==> src/rtl/tdma_pkg.sv <==
`timescale 1ns / 1ps
// ----------------------------------------------------------------------------
// tdma_pkg
// shared types, constants and helpers of the tdma slot table
// ----------------------------------------------------------------------------
package tdma_pkg;

    localparam int TABLE_DEPTH  = 16;
    localparam int IDX_W        = (TABLE_DEPTH > 1) ? $clog2(TABLE_DEPTH) : 1;
    localparam int LIM_W        = 5;
    localparam int BEACON_BYTES = 11;
    localparam int K_W          = 4;

    localparam logic [31:0] DEF_INTERVAL = 32'd100000;
    localparam logic [15:0] DEF_SLOT     = 16'd10000;
    localparam logic [15:0] DEF_GUARD    = 16'd0;
    localparam logic [4:0]  DEF_LIMIT    = 5'd16;
    localparam logic [7:0]  DEF_VERSION  = 8'd1;

    typedef enum logic [1:0] {
        OP_REG    = 2'd0,
        OP_WIN    = 2'd1,
        OP_BEACON = 2'd2,
        OP_NONE   = 2'd3
    } t_op;

    typedef enum logic [2:0] {
        ST_OK      = 3'd0,
        ST_BAD_ID  = 3'd1,
        ST_FULL    = 3'd2,
        ST_UNKNOWN = 3'd3,
        ST_CAP     = 3'd4
    } t_status;

    typedef enum logic [2:0] {
        REG_INTERVAL = 3'd0,
        REG_SLOT     = 3'd1,
        REG_GUARD    = 3'd2,
        REG_LIMIT    = 3'd3,
        REG_VERSION  = 3'd4
    } t_reg_idx;

    typedef enum logic [3:0] {
        S_IDLE,
        S_SCAN,
        S_MUL,
        S_BASE,
        S_WS,
        S_TMP,
        S_WE,
        S_RESP,
        S_EMIT
    } t_state;

    typedef struct packed {
        logic             start;
        logic [15:0]      node;
        logic [LIM_W-1:0] limit;
    } t_scan_req;

    typedef struct packed {
        logic             done;
        logic             hit;
        logic [IDX_W-1:0] hit_idx;
        logic             free_ok;
        logic [IDX_W-1:0] free_idx;
    } t_scan_res;

    typedef struct packed {
        logic             we;
        logic [IDX_W-1:0] idx;
        logic [15:0]      node;
    } t_tbl_wr;

    // clamp the node limit into 1..TABLE_DEPTH
    function automatic logic [LIM_W-1:0] eff_limit(input logic [LIM_W-1:0] lim);
        logic [LIM_W-1:0] n;
        n = lim;
        if (lim == '0) begin
            n = LIM_W'(1);
        end else if (int'(lim) > TABLE_DEPTH) begin
            n = LIM_W'(TABLE_DEPTH);
        end
        return n;
    endfunction

endpackage

==> src/rtl/tdma_slot_table_top.sv <==
`timescale 1ns / 1ps
// ----------------------------------------------------------------------------
// tdma_slot_table_top
// tdma slot table: node registration, guarded window query, beacon payload
// ----------------------------------------------------------------------------
//
//  channel   direction  handshake                 contents
//  s_axis    in         tvalid / tready           op, node_ident, time_us, capacity
//  m_axis    out        tvalid / tready / tlast   status, slot, window, payload byte
//  apb       in         psel / penable / pready   five config registers at 4*i
//
//  one word is taken only in idle; the lookup walks the table one entry per
//  cycle, up to the limit entries, and stops early on a hit
//  a window query adds one multiply and four passes through the shared adder
//  a beacon word then sends eleven result words, one per cycle without stall
//  reset is synchronous, clears the table valid bits and restores config
//  a stalled m_axis holds its word; the sequencer waits until the slot frees
//
module tdma_slot_table_top (
    input  logic          i_clk,
    input  logic          i_rst_n,
    // op [1:0], node_ident [17:2], time_us [81:18], buffer_capacity [97:82]
    input  logic [103:0]  s_axis_tdata,
    input  logic          s_axis_tvalid,
    output logic          s_axis_tready,
    // status [2:0], slot_number [10:3], window_start [74:11],
    // window_end [138:75], payload_byte [146:139]
    output logic [151:0]  m_axis_tdata,
    output logic          m_axis_tvalid,
    input  logic          m_axis_tready,
    output logic          m_axis_tlast,
    input  logic          psel,
    input  logic          penable,
    input  logic          pwrite,
    input  logic [4:0]    paddr,
    input  logic [31:0]   pwdata,
    output logic [31:0]   prdata,
    output logic          pready
);

    localparam int IW = tdma_pkg::IDX_W;
    localparam int PW = IW + 16;
    localparam logic [tdma_pkg::K_W-1:0] K_LAST = tdma_pkg::K_W'(tdma_pkg::BEACON_BYTES - 1);

    // config registers
    logic [31:0]                 r_interval;
    logic [15:0]                 r_slot_len;
    logic [15:0]                 r_guard;
    logic [tdma_pkg::LIM_W-1:0]  r_limit;
    logic [7:0]                  r_version;

    logic [31:0]                 eff_int;
    logic [15:0]                 eff_slot;
    logic [tdma_pkg::LIM_W-1:0]  eff_lim;
    logic                        cfg_wr;

    assign eff_int  = (r_interval == '0) ? tdma_pkg::DEF_INTERVAL : r_interval;
    assign eff_slot = (r_slot_len == '0) ? tdma_pkg::DEF_SLOT : r_slot_len;
    assign eff_lim  = tdma_pkg::eff_limit(r_limit);
    assign cfg_wr   = psel && penable && pwrite && pready;
    assign pready   = 1'b1;

    always_ff @(posedge i_clk) begin
        if (!i_rst_n) begin
            r_interval <= tdma_pkg::DEF_INTERVAL;
            r_slot_len <= tdma_pkg::DEF_SLOT;
            r_guard    <= tdma_pkg::DEF_GUARD;
            r_limit    <= tdma_pkg::DEF_LIMIT;
            r_version  <= tdma_pkg::DEF_VERSION;
        end else if (cfg_wr) begin
            unique case (tdma_pkg::t_reg_idx'(paddr[4:2]))
                tdma_pkg::REG_INTERVAL: r_interval <= pwdata;
                tdma_pkg::REG_SLOT:     r_slot_len <= pwdata[15:0];
                tdma_pkg::REG_GUARD:    r_guard    <= pwdata[15:0];
                tdma_pkg::REG_LIMIT:    r_limit    <= pwdata[tdma_pkg::LIM_W-1:0];
                tdma_pkg::REG_VERSION:  r_version  <= pwdata[7:0];
                default: ;
            endcase
        end
    end

    // register read mux
    always_comb begin
        unique case (tdma_pkg::t_reg_idx'(paddr[4:2]))
            tdma_pkg::REG_INTERVAL: prdata = r_interval;
            tdma_pkg::REG_SLOT:     prdata = {16'd0, r_slot_len};
            tdma_pkg::REG_GUARD:    prdata = {16'd0, r_guard};
            tdma_pkg::REG_LIMIT:    prdata = 32'(r_limit);
            tdma_pkg::REG_VERSION:  prdata = {24'd0, r_version};
            default:                prdata = '0;
        endcase
    end

    // sequencer state and datapath registers
    tdma_pkg::t_state        r_state, n_state;
    tdma_pkg::t_op           r_op, n_op;
    logic [15:0]             r_id, n_id;
    logic [63:0]             r_time, n_time;
    tdma_pkg::t_status       r_st, n_st;
    logic [IW-1:0]           r_slot, n_slot;
    logic [PW-1:0]           r_prod, n_prod;
    logic [63:0]             r_base, n_base;
    logic [63:0]             r_ws, n_ws;
    logic [63:0]             r_we, n_we;
    logic [tdma_pkg::K_W-1:0] r_k, n_k;

    // output word register
    logic                    r_o_valid, n_o_valid;
    tdma_pkg::t_status       r_o_status, n_o_status;
    logic [7:0]              r_o_slot, n_o_slot;
    logic [63:0]             r_o_ws, n_o_ws;
    logic [63:0]             r_o_we, n_o_we;
    logic [7:0]              r_o_pb, n_o_pb;
    logic                    r_o_last, n_o_last;

    logic                    out_free;
    logic                    collapse;
    logic [7:0]              pay_byte;

    // shared unit and table
    logic [63:0]             alu_a, alu_b, alu_sum;
    logic                    alu_sub;
    tdma_pkg::t_scan_req     scan_req;
    tdma_pkg::t_scan_res     scan_res;
    tdma_pkg::t_tbl_wr       tbl_wr;

    tdma_alu u_alu (
        .i_a   (alu_a),
        .i_b   (alu_b),
        .i_sub (alu_sub),
        .o_sum (alu_sum)
    );

    tdma_table u_table (
        .i_clk   (i_clk),
        .i_rst_n (i_rst_n),
        .i_req   (scan_req),
        .i_wr    (tbl_wr),
        .o_res   (scan_res)
    );

    assign s_axis_tready = (r_state == tdma_pkg::S_IDLE);
    assign out_free      = !r_o_valid || m_axis_tready;
    // window collapses when the slot is no longer than twice the guard (16-bit wrap)
    assign collapse      = (eff_slot <= {r_guard[14:0], 1'b0});

    // beacon payload, little endian fields
    always_comb begin
        case (r_k)
            4'd0:    pay_byte = r_version;
            4'd1:    pay_byte = 8'(r_slot);
            4'd2:    pay_byte = eff_int[7:0];
            4'd3:    pay_byte = eff_int[15:8];
            4'd4:    pay_byte = eff_int[23:16];
            4'd5:    pay_byte = eff_int[31:24];
            4'd6:    pay_byte = eff_slot[7:0];
            4'd7:    pay_byte = eff_slot[15:8];
            4'd8:    pay_byte = r_guard[7:0];
            4'd9:    pay_byte = r_guard[15:8];
            4'd10:   pay_byte = 8'(eff_lim);
            default: pay_byte = 8'd0;
        endcase
    end

    always_ff @(posedge i_clk) begin
        if (!i_rst_n) begin
            r_state   <= tdma_pkg::S_IDLE;
            r_o_valid <= 1'b0;
        end else begin
            r_state   <= n_state;
            r_o_valid <= n_o_valid;
        end
    end

    always_ff @(posedge i_clk) begin
        r_op       <= n_op;
        r_id       <= n_id;
        r_time     <= n_time;
        r_st       <= n_st;
        r_slot     <= n_slot;
        r_prod     <= n_prod;
        r_base     <= n_base;
        r_ws       <= n_ws;
        r_we       <= n_we;
        r_k        <= n_k;
        r_o_status <= n_o_status;
        r_o_slot   <= n_o_slot;
        r_o_ws     <= n_o_ws;
        r_o_we     <= n_o_we;
        r_o_pb     <= n_o_pb;
        r_o_last   <= n_o_last;
    end

    always_comb begin
        n_state    = r_state;
        n_op       = r_op;
        n_id       = r_id;
        n_time     = r_time;
        n_st       = r_st;
        n_slot     = r_slot;
        n_prod     = r_prod;
        n_base     = r_base;
        n_ws       = r_ws;
        n_we       = r_we;
        n_k        = r_k;
        n_o_valid  = r_o_valid && !m_axis_tready;
        n_o_status = r_o_status;
        n_o_slot   = r_o_slot;
        n_o_ws     = r_o_ws;
        n_o_we     = r_o_we;
        n_o_pb     = r_o_pb;
        n_o_last   = r_o_last;
        alu_a      = r_base;
        alu_b      = '0;
        alu_sub    = 1'b0;
        scan_req.start = 1'b0;
        scan_req.node  = s_axis_tdata[17:2];
        scan_req.limit = eff_lim;
        tbl_wr.we      = 1'b0;
        tbl_wr.idx     = scan_res.free_idx;
        tbl_wr.node    = r_id;

        unique case (r_state)
            tdma_pkg::S_IDLE: begin
                if (s_axis_tvalid) begin
                    n_op   = tdma_pkg::t_op'(s_axis_tdata[1:0]);
                    n_id   = s_axis_tdata[17:2];
                    n_time = s_axis_tdata[81:18];
                    n_st   = tdma_pkg::ST_OK;
                    n_slot = '0;
                    n_ws   = '0;
                    n_we   = '0;
                    n_k    = '0;
                    unique case (tdma_pkg::t_op'(s_axis_tdata[1:0]))
                        tdma_pkg::OP_REG: begin
                            if (s_axis_tdata[17:2] == 16'd0) begin
                                n_st    = tdma_pkg::ST_BAD_ID;
                                n_state = tdma_pkg::S_RESP;
                            end else begin
                                scan_req.start = 1'b1;
                                n_state        = tdma_pkg::S_SCAN;
                            end
                        end
                        tdma_pkg::OP_WIN: begin
                            scan_req.start = 1'b1;
                            n_state        = tdma_pkg::S_SCAN;
                        end
                        tdma_pkg::OP_BEACON: begin
                            // capacity is checked before the lookup
                            if (int'(s_axis_tdata[97:82]) < tdma_pkg::BEACON_BYTES) begin
                                n_st    = tdma_pkg::ST_CAP;
                                n_state = tdma_pkg::S_RESP;
                            end else begin
                                scan_req.start = 1'b1;
                                n_state        = tdma_pkg::S_SCAN;
                            end
                        end
                        default: n_state = tdma_pkg::S_IDLE;
                    endcase
                end
            end
            tdma_pkg::S_SCAN: begin
                if (scan_res.done) begin
                    unique case (r_op)
                        tdma_pkg::OP_REG: begin
                            n_state = tdma_pkg::S_RESP;
                            if (scan_res.hit) begin
                                n_slot = scan_res.hit_idx;
                            end else if (scan_res.free_ok) begin
                                tbl_wr.we = 1'b1;
                                n_slot    = scan_res.free_idx;
                            end else begin
                                n_st = tdma_pkg::ST_FULL;
                            end
                        end
                        tdma_pkg::OP_WIN: begin
                            if (scan_res.hit) begin
                                n_slot  = scan_res.hit_idx;
                                n_state = tdma_pkg::S_MUL;
                            end else begin
                                n_st    = tdma_pkg::ST_UNKNOWN;
                                n_state = tdma_pkg::S_RESP;
                            end
                        end
                        default: begin
                            if (scan_res.hit) begin
                                n_slot  = scan_res.hit_idx;
                                n_state = tdma_pkg::S_EMIT;
                            end else begin
                                n_st    = tdma_pkg::ST_UNKNOWN;
                                n_state = tdma_pkg::S_RESP;
                            end
                        end
                    endcase
                end
            end
            tdma_pkg::S_MUL: begin
                n_prod  = PW'(r_slot) * PW'(eff_slot);
                n_state = tdma_pkg::S_BASE;
            end
            tdma_pkg::S_BASE: begin
                alu_a   = r_time;
                alu_b   = 64'(r_prod);
                n_base  = alu_sum;
                n_state = tdma_pkg::S_WS;
            end
            tdma_pkg::S_WS: begin
                alu_b   = 64'(r_guard);
                n_ws    = alu_sum;
                n_state = tdma_pkg::S_TMP;
            end
            tdma_pkg::S_TMP: begin
                alu_b   = 64'(eff_slot);
                n_we    = alu_sum;
                n_state = tdma_pkg::S_WE;
            end
            tdma_pkg::S_WE: begin
                alu_a   = r_we;
                alu_b   = 64'(r_guard);
                alu_sub = 1'b1;
                n_we    = collapse ? r_ws : alu_sum;
                n_state = tdma_pkg::S_RESP;
            end
            tdma_pkg::S_RESP: begin
                if (out_free) begin
                    n_o_valid  = 1'b1;
                    n_o_status = r_st;
                    n_o_slot   = 8'(r_slot);
                    n_o_ws     = r_ws;
                    n_o_we     = r_we;
                    n_o_pb     = 8'd0;
                    n_o_last   = 1'b1;
                    n_state    = tdma_pkg::S_IDLE;
                end
            end
            tdma_pkg::S_EMIT: begin
                if (out_free) begin
                    n_o_valid  = 1'b1;
                    n_o_status = tdma_pkg::ST_OK;
                    n_o_slot   = 8'(r_slot);
                    n_o_ws     = '0;
                    n_o_we     = '0;
                    n_o_pb     = pay_byte;
                    n_o_last   = (r_k == K_LAST);
                    if (r_k == K_LAST) begin
                        n_state = tdma_pkg::S_IDLE;
                    end else begin
                        n_k = r_k + 1'b1;
                    end
                end
            end
            default: n_state = tdma_pkg::S_IDLE;
        endcase
    end

    assign m_axis_tvalid = r_o_valid;
    assign m_axis_tlast  = r_o_last;
    assign m_axis_tdata  = {5'd0, r_o_pb, r_o_we, r_o_ws, r_o_slot, r_o_status};

    // a scan reports only while the sequencer waits for it
    a_scan_done_in_scan: assert property (@(posedge i_clk) disable iff (!i_rst_n)
        scan_res.done |-> (r_state == tdma_pkg::S_SCAN))
        else $error("scan result outside scan state");

    // table entries are written only on a registration miss
    a_write_on_reg: assert property (@(posedge i_clk) disable iff (!i_rst_n)
        tbl_wr.we |-> (r_state == tdma_pkg::S_SCAN && r_op == tdma_pkg::OP_REG
                       && !scan_res.hit && scan_res.free_ok))
        else $error("table write outside registration");

    // a hit always lies below the active limit
    a_hit_in_limit: assert property (@(posedge i_clk) disable iff (!i_rst_n)
        (scan_res.done && scan_res.hit) |->
            ((tdma_pkg::LIM_W + 1)'(scan_res.hit_idx) < (tdma_pkg::LIM_W + 1)'(eff_lim)))
        else $error("hit beyond active limit");

    // loading the final payload byte shows a last word next cycle
    a_payload_last: assert property (@(posedge i_clk) disable iff (!i_rst_n)
        (r_state == tdma_pkg::S_EMIT && out_free && r_k == K_LAST) |=>
            (m_axis_tvalid && m_axis_tlast && r_state != tdma_pkg::S_EMIT))
        else $error("payload did not end with last word");

endmodule

==> src/rtl/tdma_table.sv <==
`timescale 1ns / 1ps
// ----------------------------------------------------------------------------
// tdma_table
// node table with a one-entry-per-cycle lookup and free-entry scan
// ----------------------------------------------------------------------------
module tdma_table (
    input  logic                 i_clk,
    input  logic                 i_rst_n,
    input  tdma_pkg::t_scan_req  i_req,
    input  tdma_pkg::t_tbl_wr    i_wr,
    output tdma_pkg::t_scan_res  o_res
);

    logic [tdma_pkg::TABLE_DEPTH-1:0] r_valid;
    logic [15:0]                      r_node [tdma_pkg::TABLE_DEPTH];

    logic                           r_busy;
    logic [tdma_pkg::IDX_W-1:0]     r_idx;
    logic [15:0]                    r_id;
    logic [tdma_pkg::LIM_W-1:0]     r_lim;
    tdma_pkg::t_scan_res            r_res;

    logic                           cur_hit;
    logic                           cur_free;
    logic                           at_end;

    assign cur_hit  = r_valid[r_idx] && (r_node[r_idx] == r_id);
    assign cur_free = !r_valid[r_idx];
    assign at_end   = (tdma_pkg::LIM_W'(r_idx) == (r_lim - tdma_pkg::LIM_W'(1)));

    always_ff @(posedge i_clk) begin
        if (i_wr.we) begin
            r_node[i_wr.idx] <= i_wr.node;
        end
    end

    always_ff @(posedge i_clk) begin
        if (!i_rst_n) begin
            r_valid   <= '0;
            r_busy    <= 1'b0;
            r_res     <= '0;
        end else begin
            r_res.done <= 1'b0;
            if (i_wr.we) begin
                r_valid[i_wr.idx] <= 1'b1;
            end
            if (i_req.start) begin
                r_busy        <= 1'b1;
                r_idx         <= '0;
                r_id          <= i_req.node;
                r_lim         <= i_req.limit;
                r_res.free_ok <= 1'b0;
                r_res.hit     <= 1'b0;
            end else if (r_busy) begin
                // keep the lowest free entry seen so far
                if (cur_free && !r_res.free_ok) begin
                    r_res.free_ok  <= 1'b1;
                    r_res.free_idx <= r_idx;
                end
                if (cur_hit || at_end) begin
                    r_busy        <= 1'b0;
                    r_res.done    <= 1'b1;
                    r_res.hit     <= cur_hit;
                    r_res.hit_idx <= r_idx;
                end else begin
                    r_idx <= r_idx + 1'b1;
                end
            end
        end
    end

    assign o_res = r_res;

endmodule

==> src/rtl/tdma_alu.sv <==
`timescale 1ns / 1ps
// ----------------------------------------------------------------------------
// tdma_alu
// shared 64-bit add / subtract unit for the window arithmetic
// ----------------------------------------------------------------------------
module tdma_alu (
    input  logic [63:0] i_a,
    input  logic [63:0] i_b,
    input  logic        i_sub,
    output logic [63:0] o_sum
);

    logic [63:0] b_eff;

    assign b_eff = i_sub ? ~i_b : i_b;
    assign o_sum = i_a + b_eff + 64'(i_sub);

endmodule
==> config.mk <==
export PLATFORM = sky130hd
export DESIGN_NAME = tdma_slot_table_top
export DESIGN_NICKNAME = d
export VERILOG_FILES = /design/src/rtl/tdma_pkg.sv /design/src/rtl/tdma_slot_table_top.sv /design/src/rtl/tdma_table.sv /design/src/rtl/tdma_alu.sv
export SDC_FILE = /design/constraint.sdc
export NUM_CORES = 1
export LEC_CHECK = 0
export BUFFER_PORTS_ARGS = -buffer_cell sky130_fd_sc_hd__buf_4
export CORE_ASPECT_RATIO = 0.6
export CORE_MARGIN = 10
export CORE_UTILIZATION = 45
export DETAILED_ROUTE_END_ITERATION = 16
export GPL_ROUTABILITY_DRIVEN = 0
export PLACE_DENSITY = 0.68
export SLEW_MARGIN = 15
export SYNTH_ARGS = -nofsm -noshare
export SYNTH_HDL_FRONTEND = slang
export SYNTH_SLANG_ARGS = --single-unit
==> constraint.sdc <==
create_clock -name i_clk -period 11 [get_ports i_clk]
set_input_delay 0 -clock i_clk [delete_from_list [all_inputs] [get_ports i_clk]]
set_output_delay 0 -clock i_clk [all_outputs]
set_load 0.01 [all_outputs]
# Word-level counts from Yosys, hierarchy flattened
# Memory sizes are Yosys's and may differ from the RTL's. A register that Yosys moved wholly into a read port is not among the register bits.
# Index checks and enable logic that the tools add are counted.
# Widths: inputs -> output; s select.
dict set report word_totals {
  reg_bits 584
  ram_bits 256
  input_bits 148
  out_inout_bits 188
  word_cells 226
  memories 1
}
# memory words width read_ports rd_clocked_by_memory_dff write_ports line_no
set memory_table {}
lappend memory_table {u_table.r_node 16 16 1 1 1 tdma_table.sv:15} ;# logic [15:0] r_node [tdma_pkg::TABLE_DEPTH];
dict set report classes {
  add_sub_neg 5
  multipliers 1
  magnitude_cmp 6
  n_eq_ne 38
  muxes 86
  bitwise_logic 5
  reduce_logical 51
}
# operator n
set op_table {}
lappend op_table {{$pmux 64 s2} 4}
lappend op_table {{$mux 64} 6}
lappend op_table {{$pmux 64 s3} 1}
lappend op_table {{$pmux 32 s5} 1}
lappend op_table {{$pmux 8 s11} 1}
lappend op_table {{$mux 4} 18}
lappend op_table {{$add 64x1->64} 1}
lappend op_table {{$add 64x64->64} 1}
lappend op_table {{$not 20->64} 1}
lappend op_table {{$pmux 20 s3} 1}
lappend op_table {{$mux 3} 12}
lappend op_table {{$pmux 4 s9} 1}
lappend op_table {{$eq 4x3->1 const B} 8}
lappend op_table {{$logic_not 16->1} 2}
lappend op_table {{$logic_not 32->1} 1}
lappend op_table {{$mux 32} 1}
lappend op_table {{$pmux 4 s2} 3}
lappend op_table {{$reduce_and 2->1} 12}
lappend op_table {{$mux 1} 22}
lappend op_table {{$mul 4x16->20} 1}
lappend op_table {{$pmux 3 s2} 3}
lappend op_table {{$eq 16x16->1} 1}
lappend op_table {{$eq 4x2->1 const B} 4}
lappend op_table {{$eq 4x4->1 const B} 4}
lappend op_table {{other kinds (45)} 82}

# Logic depth before layout (Yosys ltp)
dict set report depth {
  ltp_word 9
  ltp_mapped 22
  mapped_depth_nobuf 19
}

# By module
# From an unflattened synthesis, not the netlist that was laid out.
dict set report unflattened {
  hier_cells 3302
  hier_area_um2 41043.1
}
# module n_inst cells_each area_each_um2 seq_area_each_um2
set by_module_without_submodules {}
lappend by_module_without_submodules {tdma_slot_table_top 1 2038 24363.4 15124.5}
lappend by_module_without_submodules {tdma_table 1 642 12294.3 9078.7}
lappend by_module_without_submodules {tdma_alu 1 622 4385.5 0.0}

# Worst setup path after synthesis
# OpenSTA, ideal clock, no wires.
dict set report synth_path {
  path_kind {flip-flop to flip-flop}
  start {reg r_state[0]}
  end {reg r_o_last (netlist: m_axis_tlast) (enable)}
  setup_ns 0.657
  arrival_ns 7.296
  t_required_ns 10.343
  path_slack_ns 3.046
  path_stages_with_launch 6
  path_buffers 2
  path_cell_list {dfxtp_1 buf_2 clkbuf_1 nand2_1 o21ai_0 nor2b_1}
}
dict set report synth_between {
  elab_chain_cells 3
}
# item line_no
set synth_rtl {}
lappend synth_rtl {{start: declaration} tdma_slot_table_top.sv:95} ;# tdma_pkg::t_state r_state, n_state;
lappend synth_rtl {{start signal: assignment} tdma_slot_table_top.sv:167} ;# r_state <= tdma_pkg::S_IDLE;
lappend synth_rtl {{start signal: assignment} tdma_slot_table_top.sv:170} ;# r_state <= n_state;
lappend synth_rtl {{$eq 4x3->1 or $eq 4x4->1 (tied branches)} tdma_slot_table_top.sv:223} ;# unique case (r_state)
lappend synth_rtl {{$ne 2x2->1 (no line) or $reduce_bool 2->1 (tied branches)} -}
lappend synth_rtl {{$reduce_and 3->1 (no line) *} -}
lappend synth_rtl {{end signal: assignment} tdma_slot_table_top.sv:191} ;# r_o_last <= n_o_last;
lappend synth_rtl {{end: declaration} tdma_slot_table_top.sv:114} ;# logic r_o_last, n_o_last;
# Every way passes the cells marked *; elsewhere a longest branch is shown, timed or not.
# A chain may end at the register's enable or synchronous reset.

# Worst setup path after layout
dict set report layout_path {
  start {reg r_state[2]}
  end {reg r_we[45], data pin}
}
dict set report layout_between {
  elab_chain_cells 9
}
# item line_no
set layout_rtl {}
lappend layout_rtl {{$eq 4x3->1} tdma_slot_table_top.sv:223}
lappend layout_rtl {{$reduce_or 2->1 (no line)} -}
lappend layout_rtl {{$pmux 20 s3} tdma_slot_table_top.sv:223}
lappend layout_rtl {{$not 20->64} tdma_alu.sv:15} ;# assign b_eff = i_sub ? ~i_b : i_b;
lappend layout_rtl {{$mux 64} tdma_alu.sv:15}
lappend layout_rtl {{$add 64x64->64} tdma_alu.sv:16} ;# assign o_sum = i_a + b_eff + 64'(i_sub);
lappend layout_rtl {{$add 64x1->64 *} tdma_alu.sv:16}
lappend layout_rtl {{named net alu_sum[45]} tdma_slot_table_top.sv:121} ;# logic [63:0] alu_a, alu_b, alu_sum;
lappend layout_rtl {{$mux 64} tdma_slot_table_top.sv:321} ;# n_we = collapse ? r_ws : alu_sum;
lappend layout_rtl {{$pmux 64 s3 *} tdma_slot_table_top.sv:223}
lappend layout_rtl {{named net n_we[45]} tdma_slot_table_top.sv:104} ;# logic [63:0] r_we, n_we;
lappend layout_rtl {{end signal: assignment} tdma_slot_table_top.sv:184} ;# r_we <= n_we;
lappend layout_rtl {{end: declaration} tdma_slot_table_top.sv:104}
# The timed path passes the listed nets; every way through them passes the cells marked *.

==> impl_metrics.toml <==
[timing]
fin_ws_ns = 4.15
max_slew.worst_pin.slew_ns = 1.27
finalClockSkew_ns = 0.0263
fin_crit_sh_pct = 62.3
min_period_ns = 6.85
fmax_mhz = 146
setup_viol = 0
slew_violations = 0
tns_ns = 0
hold_violations = 0
rsz0062_at_grt = "no"
slew_headroom_pct = 14.4

[clocking]
ctsHoldBuffers = 119
clkLatencyLatePin_ns = 0.69
cts.repair.resized = 0
clkSinkCount = 844
cts_root_buffer = "clkbuf_16"
cts_buffer_depth = 3
numCtsBuffers = 82
cts_tree = "built"
htree_levels = 3
cts.clk_slew.worst_paths_ns = 0.07
post-cts-setup-buffer-count = 0

[run_status]
outcome = "complete, no violations"

[route]
drc_errors = 0
ant_nets = 0
routed-via-count = 27663
post_drt_wl_per_cell_um = 23.8
drtIter0Drc = 2838
drt_wl_total_mm = 114
dr.pass1.iters = 7
avgViaCountPerCell = 5.76

[synthesis]
yosysUniqueCellTypes = 90
synth_edf_count = 730
synth_area_mm2 = 0.0403
ys_seq_elements = 844
seq_area_frac_synth_pct = 60.1
synth_area_per_cell_um2 = 12.5
ys_warn_count = 0
async_flop_share_pct = 0
synthesis.instances = 3222
synthFlopType = "edfxtp_1"

[worst_setup_path]
r2r_end = "r_we[45]"
startpoint_type = "register"
reg2reg_setup_slack_ns = 4.15
crit_arrival_ns = 7.27
rr_worst_depth = 20
worstSetupPathType = "register to register"
cp-startpoint = "r_state[2]"
worstSetupEndpointType = "register"
rr_startpoint = "r_state[2]"
crit_fanout = 66
cp.required_ns = 11.41

[global_routing]
gr-total-overflow = 0
grt.total_usage_pct = 21.6
grt_pass1_wl_mm = 170
antenna_found_initial = 2
grt_max_degree = 110
grt_pass1_vias = 26859

[floorplan]
start_util_pct = 45.6
die_h_um = 252
die_x_um = 406
ios = 336
coreArea_mm2 = 0.0882
rows = 84
die-area_mm2 = 0.102

[power_and_ir_drop]
p_per_area_mw_per_mm2 = 192
peakVddDrop_v = 0.000121
p_leak_uw = 0.0179

[min_path]
hold_path.class = "input pin to register"
min_to = "r_id[10]"
min-delay-start = "s_axis_tdata[12]"
hold_depth = 2

[final_layout]
final_core_util_pct = 54.2
synthToLayoutAreaGrowth_pct = 18.7
nFillCells = 7284
multi_input_area_mm2 = 0.0150
drive_gt1_share_pct = 17.3
fin_nets = 3857
regArea_mm2 = 0.0242

[place]
io_buffer_count = 317
place_ws_ns = 4.31
dp_hpwl_mm = 76.9

[flow_run]
cap_violations = 0
-- where the power goes --
group,internal [uW],switching (uW)
clock network,1700,1300
logic,748,1060
registers,4030,316
-- synthesized netlist by cell type, types with 13 or more instances --
master | count | share of area [%]
a21boi_0 | 57 | 1.1
nor4_1 | 21 | 0.33
o21a_1 | 30 | 0.56
o21bai_1 | 16 | 0.30
nor2_1 | 159 | 1.5
a22o_1 | 49 | 1.1
buf_1 | 16 | 0.15
xor2_1 | 29 | 0.63
dfxtp_1 | 114 | 5.7
a21o_1 | 62 | 1.2
edfxtp_1 | 730 | 54
mux2i_1 | 50 | 1.2
xnor2_1 | 72 | 1.6
mux4_2 | 79 | 4.4
nand2b_1 | 19 | 0.30
nor2b_1 | 227 | 3.5
ha_1 | 107 | 3.3
nor3_1 | 29 | 0.36
inv_1 | 94 | 0.88
nand2_1 | 406 | 3.8
clkbuf_1 | 176 | 1.6
a221o_1 | 13 | 0.32
o22ai_1 | 17 | 0.26
a21oi_1 | 148 | 1.8
a22oi_1 | 81 | 1.5
fa_1 | 29 | 1.4
buf_4 | 13 | 0.24
nand4_1 | 30 | 0.47
nand3_1 | 45 | 0.56
o21ai_0 | 68 | 0.85
a31oi_1 | 15 | 0.23
and2_1 | 48 | 0.75
-- how the worst max path moves through the flow --
stage	to	slack (ns)	depth (start not counted)
after detailed placement	r_we[40]	4.31	18
after global routing	r_ws[57]	3.75	19
after floorplan	m_axis_tlast	3.05	5
after CTS	r_we[40]	4.29	18
after global placement	r_ws[57]	4.45	19
final	r_we[45]	4.15	20
-- worst max-delay path: stages (launching register included) --
cell and delay, ns:
dfxtp_1 0.63, nor2b_2 0.31, nand2_2 0.07, buf_4 0.25, inv_4 0.61, buf_4 0.79, a22oi_1 0.30, nand2_1 0.15
ha_1 0.27, a21oi_1 0.11, o21a_1 0.19, o21ai_0 0.19, a21oi_1 0.12, o311ai_0 1.06, a21boi_0 0.22, o21ai_1 0.40
a21oi_1 0.18, xnor2_1 0.28, inv_1 0.10, a22oi_1 0.17, o21ai_0 0.12
-- state kept, by name (all words and copies together), names as in the netlist, 11 cells and up, named ones only --
| register | flops |
|---|---|
| u_table.r_node | 256 |
| r_base | 64 |
| r_o_we | 64 |
| r_o_ws | 64 |
| r_time | 64 |
| r_we | 64 |
| r_ws | 64 |
| r_interval | 32 |
| r_prod | 20 |
| r_guard | 16 |
| r_id | 16 |
| r_slot_len | 16 |
| u_table.r_id | 16 |
| u_table.r_valid | 16 |
| u_table.o_res | 11 |
-- final cells by class --
type | count | share of cell area [%]
antenna | 2 | 0.0105
clock buffer | 95 | 4.44
clock inverter | 56 | 1.57
inverter | 95 | 0.757
multi-input combinational | 2073 | 31.3
sequential | 844 | 50.7
tap | 1161 | 3.04
timing repair buffer | 477 | 8.17
-- stage by stage --
stage / area (um2) / hold slack [ns] / total power [uW] / cells
after floorplan: 40300 / 0.0989 / 5600 / 3230
after global placement: 43700 / 0.179 / 6140 / 4530
after detailed placement: 43700 / 0.179 / 6180 / 4530
after CTS: 47700 / 0.00135 / 9200 / 4800
after global routing: 47800 / 0.0315 / 9540 / 4802
final: 47800 / 0.0439 / 9160 / 4803
-- cells in the final DEF (no fill, tap or decap), types with 21 or more instances in the layout --
master and instances:
a21boi_0 57, a21o_1 62, a21oi_1 148, a22o_1 49, a22oi_1 81, and2_1 47, buf_4 356, clkbuf_16 82
dfxtp_1 112, dlygate4sd3_1 119, edfxtp_1 730, fa_1 29, ha_1 107, inv_1 93, mux2i_1 50, mux4_2 79
nand2_1 404, nand3_1 44, nand4_1 30, nor2_1 145, nor2b_1 226, nor3_1 25, nor4_1 21, o21a_1 30
o21ai_0 68, xnor2_1 72, xor2_1 29
-- per-layer routing --
layer / GRT usage (%) / wire (um) / vias up
met3: 4.49 / 9520 / 180
met2: 32.5 / 51000 / 1171
met5: 0 / 0 / -
met4: 5.01 / 2510 / 0
li1: - / - / 12574
met1: 32.0 / 51400 / 13738
-- cells by family (layout without fill, tap and decap cells) --
group	count (synthesis)	after routing	synth area share [%]
and+or+nand+nor	1037	1037	12.5
DFF	844	844	60.1
AOI/OAI and AO/OA	652	652	11.3
buffers and inverters	313	723	3.16
adders and majority gates	136	136	4.77
muxes	134	134	5.80
xor gates and xnor gates	104	104	2.32
other	2	12	0.0187
Note: power is estimated with default switching activity, not from simulation.
